**src/hw/rtl/assert_macros.svh**
```systemverilog
// Assertion helpers shared by the RTL files.
`ifndef ASSERT_MACROS_SVH
`define ASSERT_MACROS_SVH

// Clocked check, masked while reset is asserted.
`define ASSERT_CLK(label, clk, rst, prop, msg) \
  label: assert property (@(posedge clk) disable iff (rst) prop) \
    else $error(msg);

// Clocked check that also holds across reset.
`define ASSERT_CLK_ALWAYS(label, clk, prop, msg) \
  label: assert property (@(posedge clk) prop) else $error(msg);

`endif

```
**src/hw/rtl/ttc_pkg.sv**
```systemverilog
package ttc_pkg;

  localparam int PENDING_DEPTH = 32;
  localparam int TRIM_SET_MAX  = 8;
  localparam int PEND_AW = (PENDING_DEPTH > 1) ? $clog2(PENDING_DEPTH) : 1;
  localparam int PEND_CW = $clog2(PENDING_DEPTH + 1);

  localparam int BYTE_W    = 8;
  localparam int SET_W     = 64;
  localparam int SIZE_W    = 4;
  localparam int MODE_W    = 3;
  localparam int CFG_IDX_W = 2;

  // Register indexes on the configuration port.
  localparam logic [CFG_IDX_W-1:0] CFG_TRIM_SET      = 2'd0;
  localparam logic [CFG_IDX_W-1:0] CFG_TRIM_SET_SIZE = 2'd1;
  localparam logic [CFG_IDX_W-1:0] CFG_TRIM_MODE     = 2'd2;

  // Reset values: space, tab, LF, CR; left and right trim.
  localparam logic [SET_W-1:0]  TRIM_SET_RST  = 64'h0000_0000_0D0A_0920;
  localparam logic [SIZE_W-1:0] TRIM_SIZE_RST = 4'd4;
  localparam logic [MODE_W-1:0] TRIM_MODE_RST = 3'd3;

  // Bit positions in trim_mode.
  localparam int MODE_LEFT     = 0;
  localparam int MODE_RIGHT    = 1;
  localparam int MODE_COLLAPSE = 2;

  typedef struct packed {
    logic take;        // input beat accepted this cycle
    logic emit_entry;  // load output with the pending entry at the read pointer
    logic emit_tail;   // load output with the held byte and close the flush
  } ttc_cmd_t;

  typedef struct packed {
    logic flush;       // the offered byte ends a stored run
    logic out_free;    // output register can take a beat this cycle
    logic entry_last;  // read pointer sits on the last pending entry
  } ttc_status_t;

endpackage

```
**src/hw/rtl/ttc_if.sv**
```systemverilog
interface ttc_item_if;
  import ttc_pkg::*;
  logic              valid;
  logic              ready;
  logic [BYTE_W-1:0] in_byte;
  logic              in_last;
  modport source (output valid, in_byte, in_last, input ready);
  modport sink   (input valid, in_byte, in_last, output ready);
endinterface

interface ttc_result_if;
  import ttc_pkg::*;
  logic              valid;
  logic              ready;
  logic [BYTE_W-1:0] out_byte;
  logic              out_byte_valid;
  logic              out_last;
  logic              out_overflow;
  modport source (output valid, out_byte, out_byte_valid, out_last, out_overflow,
                  input ready);
  modport sink   (input valid, out_byte, out_byte_valid, out_last, out_overflow,
                  output ready);
endinterface

interface ttc_cfg_if;
  import ttc_pkg::*;
  logic                 valid;
  logic                 ready;
  logic [CFG_IDX_W-1:0] index;
  logic [SET_W-1:0]     data;
  modport source (output valid, index, data, input ready);
  modport sink   (input valid, index, data, output ready);
endinterface

```
**src/hw/rtl/text_trim_collapse.sv**
```systemverilog
// Streaming string trim and collapse. Bytes arrive on item, one beat per byte,
// with in_last on the final byte; results leave on result, one beat per output
// byte, with out_last on the final beat of the string. A byte is a trim byte
// when it matches one of the first trim_set_size bytes of trim_set (sizes above
// eight count as eight, size zero trims nothing). trim_mode bit 0 drops the
// leading trim bytes, bit 1 drops the trailing ones, bit 2 keeps only the first
// byte of every run. With right trim on, a run is parked in a 32-entry pending
// RAM and replayed ahead of the next kept byte; a run longer than the RAM loses
// its excess and every beat of that replay carries out_overflow. A trailing run
// is silently discarded. A string whose final byte is a trim byte that is not
// shown ends with one end marker beat with out_byte_valid low. Input is taken
// while the controller is idle and the output register is free; a kept byte that
// ends a parked run holds the input while each entry is read from the registered
// read port of the pending RAM and pushed out, then the byte itself. Reset needs
// no clearing pass. Write configuration only while the block is idle.
module text_trim_collapse (
  input  logic          clk,
  input  logic          rst,
  ttc_item_if.sink      item,
  ttc_result_if.source  result,
  ttc_cfg_if.sink       cfg
);
  import ttc_pkg::*;

  ttc_cmd_t    cmd;
  ttc_status_t status;

  // Sequencer: decides when to take a beat and walks the pending run.
  ttc_ctrl u_ctrl (
    .clk      (clk),
    .rst      (rst),
    .in_valid (item.valid),
    .in_ready (item.ready),
    .status   (status),
    .cmd      (cmd)
  );

  // Datapath: registers, trim match, string state, pending RAM, output beat.
  ttc_datapath u_datapath (
    .clk     (clk),
    .rst     (rst),
    .cfg     (cfg),
    .in_byte (item.in_byte),
    .in_last (item.in_last),
    .cmd     (cmd),
    .status  (status),
    .result  (result)
  );

endmodule

```
**src/hw/rtl/ttc_ram.sv**
```systemverilog
module ttc_ram #(
  parameter int WIDTH = 8,
  parameter int DEPTH = 32,
  localparam int AW = (DEPTH > 1) ? $clog2(DEPTH) : 1
) (
  input  logic             clk,
  input  logic             we,
  input  logic [AW-1:0]    waddr,
  input  logic [WIDTH-1:0] wdata,
  input  logic [AW-1:0]    raddr,
  output logic [WIDTH-1:0] rdata
);

  logic [WIDTH-1:0] mem [DEPTH];

  always_ff @(posedge clk) begin
    if (we) begin
      mem[waddr] <= wdata;
    end
    rdata <= mem[raddr];
  end

endmodule

```
**src/hw/rtl/ttc_datapath.sv**
```systemverilog
`include "assert_macros.svh"

module ttc_datapath (
  input  logic                         clk,
  input  logic                         rst,
  ttc_cfg_if.sink                      cfg,
  input  logic [ttc_pkg::BYTE_W-1:0]   in_byte,
  input  logic                         in_last,
  input  ttc_pkg::ttc_cmd_t            cmd,
  output ttc_pkg::ttc_status_t         status,
  ttc_result_if.source                 result
);
  import ttc_pkg::*;

  logic [SET_W-1:0]   trim_set;
  logic [SIZE_W-1:0]  trim_set_size;
  logic [MODE_W-1:0]  trim_mode;

  logic               at_start;
  logic               in_run;
  logic [PEND_CW-1:0] pend_count;
  logic               lost_flag;
  logic [PEND_AW-1:0] rd_idx;

  logic [BYTE_W-1:0]  byte_q;
  logic               last_q;

  logic               out_valid;
  logic [BYTE_W-1:0]  out_byte;
  logic               out_byte_valid;
  logic               out_last;
  logic               out_overflow;

  logic               hit;
  logic               dropped;
  logic               keep;
  logic               store;
  logic               pass;
  logic               room;
  logic               take_emit;
  logic               ram_we;
  logic [BYTE_W-1:0]  ram_rdata;

  function automatic logic is_trim(input logic [SET_W-1:0]  set,
                                   input logic [SIZE_W-1:0] size,
                                   input logic [BYTE_W-1:0] b);
    logic found;
    found = 1'b0;
    for (int i = 0; i < TRIM_SET_MAX; i++) begin
      if ((SIZE_W'(i) < size) && (set[BYTE_W*i +: BYTE_W] == b)) begin
        found = 1'b1;
      end
    end
    return found;
  endfunction

  always_comb begin
    hit       = is_trim(trim_set, trim_set_size, in_byte);
    dropped   = trim_mode[MODE_LEFT] && at_start;
    keep      = !trim_mode[MODE_COLLAPSE] || !in_run;
    store     = hit && !dropped && keep && trim_mode[MODE_RIGHT];
    pass      = hit && !dropped && keep && !trim_mode[MODE_RIGHT];
    room      = pend_count < PEND_CW'(PENDING_DEPTH);
    take_emit = pass || (!hit && (pend_count == '0)) || (hit && in_last);
    ram_we    = cmd.take && store && room;

    status.flush      = !hit && (pend_count != '0);
    status.out_free   = !out_valid || result.ready;
    status.entry_last = (PEND_CW'(rd_idx) + PEND_CW'(1)) == pend_count;
  end

  ttc_ram #(
    .WIDTH (BYTE_W),
    .DEPTH (PENDING_DEPTH)
  ) u_pending (
    .clk   (clk),
    .we    (ram_we),
    .waddr (pend_count[PEND_AW-1:0]),
    .wdata (in_byte),
    .raddr (rd_idx),
    .rdata (ram_rdata)
  );

  assign cfg.ready = 1'b1;

  always_ff @(posedge clk) begin
    if (rst) begin
      trim_set      <= TRIM_SET_RST;
      trim_set_size <= TRIM_SIZE_RST;
      trim_mode     <= TRIM_MODE_RST;
      at_start      <= 1'b1;
      in_run        <= 1'b0;
      pend_count    <= '0;
      lost_flag     <= 1'b0;
      rd_idx        <= '0;
      out_valid     <= 1'b0;
    end else begin
      if (cfg.valid) begin
        unique case (cfg.index)
          CFG_TRIM_SET:      trim_set      <= cfg.data;
          CFG_TRIM_SET_SIZE: trim_set_size <= cfg.data[SIZE_W-1:0];
          CFG_TRIM_MODE:     trim_mode     <= cfg.data[MODE_W-1:0];
          default: ;
        endcase
      end

      if (cmd.take) begin
        rd_idx <= '0;
        if (hit) begin
          if (!dropped) begin
            in_run <= 1'b1;
          end
          if (store) begin
            if (room) begin
              pend_count <= pend_count + PEND_CW'(1);
            end else begin
              lost_flag <= 1'b1;
            end
          end
        end else begin
          at_start <= 1'b0;
          in_run   <= 1'b0;
          if (pend_count == '0) begin
            lost_flag <= 1'b0;
          end
        end
        if (in_last) begin
          at_start <= 1'b1;
          in_run   <= 1'b0;
          if (hit) begin
            pend_count <= '0;
            lost_flag  <= 1'b0;
          end
        end
      end

      if (cmd.emit_entry) begin
        rd_idx <= rd_idx + PEND_AW'(1);
      end

      if (cmd.emit_tail) begin
        pend_count <= '0;
        lost_flag  <= 1'b0;
      end

      if ((cmd.take && take_emit) || cmd.emit_entry || cmd.emit_tail) begin
        out_valid <= 1'b1;
      end else if (result.ready) begin
        out_valid <= 1'b0;
      end
    end
  end

  always_ff @(posedge clk) begin
    if (cmd.take) begin
      byte_q <= in_byte;
      last_q <= in_last;
    end
    if (cmd.take && take_emit) begin
      if (!hit) begin
        out_byte       <= in_byte;
        out_byte_valid <= 1'b1;
        out_last       <= in_last;
        out_overflow   <= lost_flag;
      end else if (pass) begin
        out_byte       <= in_byte;
        out_byte_valid <= 1'b1;
        out_last       <= in_last;
        out_overflow   <= 1'b0;
      end else begin
        out_byte       <= '0;
        out_byte_valid <= 1'b0;
        out_last       <= 1'b1;
        out_overflow   <= 1'b0;
      end
    end else if (cmd.emit_entry) begin
      out_byte       <= ram_rdata;
      out_byte_valid <= 1'b1;
      out_last       <= 1'b0;
      out_overflow   <= lost_flag;
    end else if (cmd.emit_tail) begin
      out_byte       <= byte_q;
      out_byte_valid <= 1'b1;
      out_last       <= last_q;
      out_overflow   <= lost_flag;
    end
  end

  assign result.valid          = out_valid;
  assign result.out_byte       = out_byte;
  assign result.out_byte_valid = out_byte_valid;
  assign result.out_last       = out_last;
  assign result.out_overflow   = out_overflow;

  `ASSERT_CLK(a_tail_closes_run, clk, rst, cmd.emit_tail |=> ((pend_count == '0) && out_valid), "flush end left pending bytes or no beat")
  `ASSERT_CLK(a_entry_in_range, clk, rst, cmd.emit_entry |-> (PEND_CW'(rd_idx) < pend_count), "flush read past the pending run")

endmodule

```
**src/hw/rtl/ttc_ctrl.sv**
```systemverilog
`include "assert_macros.svh"

module ttc_ctrl (
  input  logic                  clk,
  input  logic                  rst,
  input  logic                  in_valid,
  output logic                  in_ready,
  input  ttc_pkg::ttc_status_t  status,
  output ttc_pkg::ttc_cmd_t     cmd
);
  import ttc_pkg::*;

  typedef enum logic [3:0] {
    S_IDLE = 4'b0001,
    S_READ = 4'b0010,
    S_PUSH = 4'b0100,
    S_TAIL = 4'b1000
  } state_t;

  state_t state;
  state_t state_next;

  always_comb begin
    in_ready       = (state == S_IDLE) && status.out_free;
    cmd.take       = in_valid && in_ready;
    cmd.emit_entry = (state == S_PUSH) && status.out_free;
    cmd.emit_tail  = (state == S_TAIL) && status.out_free;

    state_next = state;
    unique case (state)
      S_IDLE: begin
        if (cmd.take && status.flush) begin
          state_next = S_READ;
        end
      end
      S_READ: state_next = S_PUSH;
      S_PUSH: begin
        if (status.out_free) begin
          state_next = status.entry_last ? S_TAIL : S_READ;
        end
      end
      S_TAIL: begin
        if (status.out_free) begin
          state_next = S_IDLE;
        end
      end
      default: state_next = S_IDLE;
    endcase
  end

  always_ff @(posedge clk) begin
    if (rst) begin
      state <= S_IDLE;
    end else begin
      state <= state_next;
    end
  end

  `ASSERT_CLK_ALWAYS(a_reset_to_idle, clk, rst |=> (state == S_IDLE), "controller not idle after reset")
  `ASSERT_CLK(a_flush_starts, clk, rst, (cmd.take && status.flush) |=> (state == S_READ), "flush did not start")
  `ASSERT_CLK(a_tail_returns, clk, rst, cmd.emit_tail |=> (state == S_IDLE), "controller stuck after flush")

endmodule
```
**src/flat_wrapper.sv**
```systemverilog
// flat-port wrapper written by rule: the top's interface ports become plain ports
module text_trim_collapse_flat import ttc_pkg::*;
  (clk, rst, item_valid, item_in_byte, item_in_last, item_ready, result_valid, result_out_byte, result_out_byte_valid, result_out_last, result_out_overflow, result_ready, cfg_valid, cfg_index, cfg_data, cfg_ready);
  ttc_item_if item_i ();
  ttc_result_if result_i ();
  ttc_cfg_if cfg_i ();
  input  logic clk;
  input  logic rst;
  input wire logic [$bits(item_i.valid)-1:0] item_valid;
  input wire logic [$bits(item_i.in_byte)-1:0] item_in_byte;
  input wire logic [$bits(item_i.in_last)-1:0] item_in_last;
  output wire logic [$bits(item_i.ready)-1:0] item_ready;
  output wire logic [$bits(result_i.valid)-1:0] result_valid;
  output wire logic [$bits(result_i.out_byte)-1:0] result_out_byte;
  output wire logic [$bits(result_i.out_byte_valid)-1:0] result_out_byte_valid;
  output wire logic [$bits(result_i.out_last)-1:0] result_out_last;
  output wire logic [$bits(result_i.out_overflow)-1:0] result_out_overflow;
  input wire logic [$bits(result_i.ready)-1:0] result_ready;
  input wire logic [$bits(cfg_i.valid)-1:0] cfg_valid;
  input wire logic [$bits(cfg_i.index)-1:0] cfg_index;
  input wire logic [$bits(cfg_i.data)-1:0] cfg_data;
  output wire logic [$bits(cfg_i.ready)-1:0] cfg_ready;
  assign item_i.valid = item_valid;
  assign item_i.in_byte = item_in_byte;
  assign item_i.in_last = item_in_last;
  assign item_ready = item_i.ready;
  assign result_valid = result_i.valid;
  assign result_out_byte = result_i.out_byte;
  assign result_out_byte_valid = result_i.out_byte_valid;
  assign result_out_last = result_i.out_last;
  assign result_out_overflow = result_i.out_overflow;
  assign result_i.ready = result_ready;
  assign cfg_i.valid = cfg_valid;
  assign cfg_i.index = cfg_index;
  assign cfg_i.data = cfg_data;
  assign cfg_ready = cfg_i.ready;
  text_trim_collapse u_core (.clk(clk), .rst(rst), .item(item_i), .result(result_i), .cfg(cfg_i));
endmodule
```
**config.mk**
```make
export PLATFORM = sky130hd
export DESIGN_NAME = text_trim_collapse_flat
export DESIGN_NICKNAME = d
export VERILOG_FILES = /design/src/hw/rtl/ttc_pkg.sv /design/src/hw/rtl/ttc_if.sv /design/src/hw/rtl/text_trim_collapse.sv /design/src/hw/rtl/ttc_ram.sv /design/src/hw/rtl/ttc_datapath.sv /design/src/hw/rtl/ttc_ctrl.sv /design/src/flat_wrapper.sv
export VERILOG_INCLUDE_DIRS = /design/src /design/src/hw/rtl
export SDC_FILE = /design/constraint.sdc
export NUM_CORES = 1
export LEC_CHECK = 0
export ABC_CLOCK_PERIOD_IN_PS = 3900
export BUFFER_PORTS_ARGS = -buffer_cell sky130_fd_sc_hd__buf_2
export CORE_AREA = 4 4 173 175
export CTS_BUF_LIST = sky130_fd_sc_hd__clkbuf_8
export CTS_CLUSTER_DIAMETER = 50
export CTS_CLUSTER_SIZE = 20
export DETAILED_ROUTE_END_ITERATION = 8
export DIE_AREA = 0 0 177 179
export GPL_TIMING_DRIVEN = 0
export PLACE_DENSITY = 0.8
export SLEW_MARGIN = 10
export SYNTH_ARGS = -nofsm -noshare
export SYNTH_HDL_FRONTEND = slang
export SYNTH_SLANG_ARGS = --single-unit
```
**constraint.sdc**
```tcl
create_clock -name clk -period 3.9 [get_ports clk]
set_input_delay 0.195 -clock clk [delete_from_list [all_inputs] [get_ports clk]]
set_output_delay 0.195 -clock clk [all_outputs]
set_load 0.005 [all_outputs]
```
==> summary.md, run 1 <==
| Metric | Value |
|---|---|
| Num CTS Buffers | `30` |
| Syn Nets | `1150` |
| Die Y | `179 um` |
| Vias in the first global route | `9770` |
| Crit path max-delay family | `simple AND/OR/NAND/NOR gates` |
| Post-layout util | `62.4%` |
| WS Path Type | `register to register` |
| Max stage delay cell, worst path | `or4b_2` |
| Deepest clock path buffer count | `3` |
| I/O Buffers | `91` |
| CTS H-tree lvls | `1` |
| Clock root cell | `clkbuf_8` |
| Post-Place Worst Slack | `-0.152 ns` |
| Critical path capture point type | `register` |
| Post-CTS sizing | `0` |
| CTS Hold Bufs | `66` |
| Status | `completed` |
| Global route overflow | `0` |
| Placed Cells | `1540` |
| Clk sink count | `374` |
| Tmin final | `3.64 ns` |
| WHS | `0.139 ns` |
| Most frequent CP cell | `clkbuf_1` |
| FP Rows | `62` |
| Crit share post-route | `93.3%` |
| Detailed Route WL | `36800 um` |
| Mapped cell area | `15500 um2` |
| Total GRT Usage | `23.0%` |
| Layout cell share with drive strength beyond 1 | `20.1%` |
| Leading cell types in the layout, fill and taps excluded | `edfxtp_1 (276), nand2_1 (180), dfxtp_1 (98)` |
| CP required | `4.16 ns` |
| Nets@finish | `1339` |
| Post-route insts no fill | `1661` |
| Data arrival, critical path | `3.90 ns` |
| Final ANT Viol Nets | `0` |
| CP bufs+invs | `2` |
| IO Count | `94` |
| Leak Pwr | `6.01 nW` |
| Worst-path cell chain | `clkbuf_1 > or4b_2 > nor2_1 > nand2_1 > a211oi_1 > clkbuf_1 > and3_1` |
| Worst setup startpoint | `u_core.u_ctrl.state[2]` |
| Worst Clk Skew | `0.0259 ns` |
| Most common flop cell mapped by yosys | `edfxtp_1` |
| Clk Latency, worst-skew pair | `0.62 ns` |
| Synth-to-layout area growth | `14.8%` |
| Starting Density | `54.4%` |
| RD Place Congestion | `0.911` |
| Worst-Margin Slew | `0.950 ns` |
| RSZ-0062 raised after global routing | `no` |
| TritonCTS clock tree | `built` |
| Final WS setup | `0.262 ns` |
| Routed vias/inst | `5.97` |
| MaxCap Viol Count | `0` |
| Slew margin rel. | `36.4%` |
| 1st-iter DRT viols | `1137` |
| FMAX | `275 MHz` |
| DR DRC count | `0` |
| Syn. warnings | `0` |
| Avg Inst Size Synth | `14.5 um2` |
| Die X | `177 um` |
| Hold WC Path Type | `input port to register` |
| Mapped Cells | `1065` |
| Crit start category | `register` |
| Setup Buffers After CTS | `0` |
| Initial antenna violation count | `2` |
| Hold_sp | `cfg_index[1]` |
| Dpl hpwl | `23000 um` |
| Setup violations, final | `0` |
| CP Max Fanout | `10` |
| Largest net degree at the start of global routing | `35` |
| Register area share after synthesis | `66.2%` |
| Vias | `9913` |
| Most common cell after layout, fill and taps aside | `edfxtp_1` |
| EDFF count, synth | `276` |
| Reg-to-reg startpoint | `u_core.u_ctrl.state[2]` |
| N_diodes | `0` |
| Clock slew at reported path FFs | `0.10 ns` |
| Async set-or-reset flop fraction in the synthesized netlist | `0%` |
| Final Hold Vio Count | `0` |
| Core region area | `28500 um2` |
| First-pass GRT wire length | `55600 um` |
| VDD IR max | `0.000248 V` |
| Slowest stage delay, CP | `0.67 ns` |
| Post-synthesis cell type count | `60` |
| Die Area | `31700 um2` |
| Routed length per instance | `22.1 um` |
| Max-slew violations | `0` |
| Number of synthesized register bits | `374` |
| DRT Pass-1 Iters | `5` |
| PD cells | `399 nW/um2` |
==> state kept, by name, summed over array words and instances (netlist names), 3 cells and up, named ones only <==
register,flops
u_core.u_ctrl.state,4
u_core.u_datapath.byte_q,8
u_core.u_datapath.rd_idx,5
u_core.u_datapath.result.out_byte,8
u_core.u_datapath.trim_mode,3
u_core.u_datapath.trim_set,64
u_core.u_datapath.trim_set_size,4
u_core.u_datapath.u_pending.mem,256
u_core.u_datapath.u_pending.rdata,8
==> area by class of cell <==
| cell class | instances | area (um2) |
|---|---|---|
| Timing Repair Buffer | 157 | 1120 |
| Multi-Input combinational cell | 613 | 4900 |
| Clock inverter | 24 | 260 |
| Fill cell | 1987 | 10700 |
| Inverter | 11 | 41.3 |
| Clock buffer | 31 | 427 |
| Tap cell | 384 | 480 |
| Sequential cell | 374 | 10200 |
| Buffer | 67 | 294 |
==> worst paths after layout <==
path | to | slack (ns) | cells after the start
setup / recovery | u_core.u_datapath.u_pending.mem[25][4] | 0.26 | 7
hold reg to reg | u_core.u_datapath.trim_set[1] | 0.47 | 2
hold / removal | u_core.u_datapath.trim_mode[1] | 0.14 | 4
setup reg to reg | u_core.u_datapath.u_pending.mem[25][4] | 0.26 | 7
==> report_power, final <==
| part | internal [mW] | total [mW] | leakage [nW] | switching, mW |
|---|---|---|---|---|
| Sequential | 4.31 | 4.33 | 3.29 | 0.0240 |
| Combinational | 0.161 | 0.387 | 2.37 | 0.226 |
| Clock | 0.963 | 2.38 | 0.356 | 1.41 |
| Total | 5.43 | 7.10 | 6.01 | 1.66 |
==> synth_stat cells, types with 11 or more instances <==
| master | instances | area (um2) |
|---|---|---|
| nor2_1 | 28 | 105 |
| and3_1 | 36 | 225 |
| inv_1 | 11 | 41.3 |
| nand3_1 | 22 | 110 |
| mux4_2 | 80 | 1800 |
| nand2_1 | 180 | 676 |
| edfxtp_1 | 276 | 8290 |
| a21oi_1 | 70 | 350 |
| nand4_1 | 14 | 87.6 |
| xnor2_1 | 51 | 447 |
| xor2_1 | 20 | 175 |
| o21ai_0 | 12 | 60.1 |
| dfxtp_1 | 98 | 1960 |
| clkbuf_1 | 46 | 173 |
==> cells by family after synthesis <==
logic type | Yosys count | synth area share, %
mux | 98 | 12.9
simple gates | 315 | 9.26
compound gates | 123 | 5.02
other cells | 1 | 0.0242
fa+ha+maj | 5 | 0.404
buf+inv | 78 | 2.17
flops | 374 | 66.2
xor+xnor | 71 | 4.02
==> worst register-to-register path: stages, from the launching register on <==
cell and delay [ns]:
dfxtp_1 0.31, clkbuf_1 0.20, or4b_2 0.67, nor2_1 0.20, nand2_1 0.25, a211oi_1 0.58, clkbuf_1 0.55, and3_1 0.54
==> through the flow <==
step,setup TNS (ns),instance area [um2],power [mW]
final,0,17800,7.10
after floorplan,0,15500,4.59
after global routing,0,17800,7.31
after global placement,-0.600,16400,4.73
after detailed placement,-20.11,16400,4.74
after CTS,0,17800,7.11
==> per-layer routing <==
metal	vias up	share of wire (%)	track usage (%)
li1	4376	-	-
met1	4877	40	31.7
met2	555	48	37.5
met3	101	8.9	4.62
met4	4	3.3	7.38
met5	-	0.079	0
(Power assumes the default switching activity.)
==> inputs of run 2 (changes only) <==
--- a/config.mk
+++ b/config.mk
@@ -9,10 +9,10 @@
 export ABC_CLOCK_PERIOD_IN_PS = 3900
 export BUFFER_PORTS_ARGS = -buffer_cell sky130_fd_sc_hd__buf_2
-export CORE_AREA = 4 4 173 175
+export CORE_AREA = 3 3 172 174
 export CTS_BUF_LIST = sky130_fd_sc_hd__clkbuf_8
 export CTS_CLUSTER_DIAMETER = 50
 export CTS_CLUSTER_SIZE = 20
 export DETAILED_ROUTE_END_ITERATION = 8
-export DIE_AREA = 0 0 177 179
+export DIE_AREA = 0 0 175 177
 export GPL_TIMING_DRIVEN = 0
 export PLACE_DENSITY = 0.8
==> constraint.sdc (replaced) <==
create_clock -name clk -period 3.9 [get_ports clk]
set_input_delay 0 -clock clk [delete_from_list [all_inputs] [get_ports clk]]
set_output_delay 0 -clock clk [all_outputs]
set_load 0.005 [all_outputs]
==> summary.md, run 2 (same netlist as run 1, synthesis figures left out) <==
| Metric | Value |
|---|---|
| CP Max Fanout | `10` |
| Global route overflow | `0` |
| N_diodes | `0` |
| Starting Density | `55.4%` |
| R2R depth | `7` |
| TritonCTS clock tree | `built` |
| Post-layout util | `64.7%` |
| Crit share post-route | `95.8%` |
| Max-slew violations | `0` |
| Clk sink count | `374` |
| Critical path capture point type | `register` |
| Crit start category | `input port` |
| Final ANT Viol Nets | `0` |
| Core region area | `27900 um2` |
| Cell Area, Placed | `16400 um2` |
| Worst-Margin Slew | `1.24 ns` |
| Die Y | `177 um` |
| Setup violations, final | `0` |
| Slew margin rel. | `16.9%` |
| Largest net degree at the start of global routing | `35` |
| Fin area | `18100 um2` |
| Vias | `10100` |
| RD Place Congestion | `0.873` |
| Max reg flops | `256` |
| Critical Path End | `u_core.u_datapath.u_pending.mem[29][4]` |
| CTS H-tree lvls | `2` |
| WS Path Type | `input port to register` |
| Worst setup startpoint | `item_in_byte[7]` |
| Vias in the first global route | `10000` |
| Status | `completed` |
| Routed vias/inst | `5.99` |
| Die X | `175 um` |
| Hold WC Path Type | `input port to register` |
| Initial antenna violation count | `1` |
| Most common cell after layout, fill and taps aside | `edfxtp_1` |
| Routed length per instance | `22.9 um` |
| FMAX | `268 MHz` |
| I/O Buffers | `91` |
| IO Count | `94` |
| FP Rows | `61` |
| MaxCap Viol Count | `0` |
| Deepest clock path buffer count | `3` |
| Nets@finish | `1364` |
| Tmin final | `3.74 ns` |
| PD cells | `408 nW/um2` |
| FILL cells | `1909` |
| Layout cell share with drive strength beyond 1 | `20.3%` |
| Reg-to-reg startpoint | `u_core.u_ctrl.state[2]` |
| Max stage delay cell, worst path | `a211oi_1` |
| Slowest stage delay, CP | `0.74 ns` |
| First-pass GRT wire length | `58500 um` |
| DR DRC count | `0` |
| RSZ-0062 raised after global routing | `no` |
| Setup TNS | `0 ns` |
| Final Hold Vio Count | `0` |
| Detailed Route WL | `38400 um` |
| 1st-iter DRT viols | `1283` |
| Worst Clk Skew | `0.0456 ns` |
| VDD IR max | `0.000334 V` |
| Num CTS Buffers | `35` |
| Dpl hpwl | `23800 um` |
| Biggest register | `u_core.u_datapath.u_pending.mem` |
| CP required | `4.09 ns` |
| Die Area | `31000 um2` |
| Clk Latency, worst-skew pair | `0.57 ns` |
| Largest regs | `u_core.u_datapath.u_pending.mem: 256 flops, u_core.u_datapath.trim_set: 64 flops` |
| Total GRT Usage | `24.9%` |
| Leading cell types in the layout, fill and taps excluded | `edfxtp_1 (276), nand2_1 (180), dfxtp_1 (98)` |
| Worst R2R End | `u_core.u_datapath.u_pending.mem[29][4]` |
| Leak Pwr | `6.14 nW` |
| FF-to-FF setup slack | `0.24 ns` |
| Data arrival, critical path | `3.92 ns` |
| Clock slew at reported path FFs | `0.11 ns` |
| Worst-path cell chain | `dlygate4sd3_1 > buf_2 > buf_4 > xnor2_1 > nand3_1 > nor4_1 > a21oi_1 > a21boi_1 > a211oi_1 > clkbuf_1 > and3_1` |
| Clock root cell | `clkbuf_8` |
| Synth-to-layout area growth | `16.7%` |
| DRT Pass-1 Iters | `5` |
[run 2: critical path: cells and delay by family]
| family | cells | cell delay [ns] |
|---|---|---|
| XOR/XNOR | 1 | 0.16 |
| AO/OA/AOI/OAI | 3 | 1.08 |
| buffers and inverters | 4 | 1.54 |
| AND/OR/NAND/NOR | 3 | 1.12 |
[run 2: layer usage]
metal,global-route usage (%),share of wire (%),routed length (um)
met1,33.5,39,14900
met2,41.4,49,19000
met3,4.57,8.6,3300
met4,8.84,3.1,1210
met5,0,0,0
[run 2: metrics by stage]
step                      instances  power, mW  hold WS, ns  setup slack, ns
after floorplan                1065       4.59       0.0989            0.874
after global routing           1681       7.59       0.0366          0.00386
after global placement         1534       4.74        0.228          -0.0497
after detailed placement       1535       4.75        0.228           -0.180
final                          1681       7.37       0.0277            0.165
after CTS                      1680       7.38       0.0135            0.108
[run 2: repair_timing]
item	4_1_cts	5_1_grt
setup endpoints to repair	0	11
hold buffers	84	0
gates resized for setup	0	0
setup buffers	0	1
endpoints found under the hold margin	211	0
[run 2: worst min path at each step]
stage	slack, ns	start	endpoint	cells after the start
4_1_cts	0.01	item_in_byte[4]	u_core.u_datapath.u_pending.mem[9][4]	1
5_1_grt	0.04	item_in_byte[4]	u_core.u_datapath.u_pending.mem[9][4]	1
3_5_place_dp	0.23	cfg_data[8]	u_core.u_datapath.trim_set[8]	3
6_report	0.03	item_in_byte[4]	u_core.u_datapath.u_pending.mem[9][4]	1
2_1_floorplan	0.1	item_in_byte[0]	u_core.u_datapath.byte_q[0]	0
3_3_place_gp	0.23	cfg_data[19]	u_core.u_datapath.trim_set[19]	3
[run 2: where the power goes]
group,switching (mW),internal (mW)
clock network,1.48,1.14
registers,0.0275,4.31
logic,0.237,0.175
[run 2: layout make-up]
class                   instances  area (um2)  area share, %
clock inverters                26         315           1.75
repair buffers                177        1310           7.26
well taps                     378         473           2.62
inverters                      11        41.3          0.229
multi-input cells             613        4900           27.1
plain buffers                  67         294           1.63
flip-flops and latches        374       10200           56.7
clock buffers                  35         482           2.67
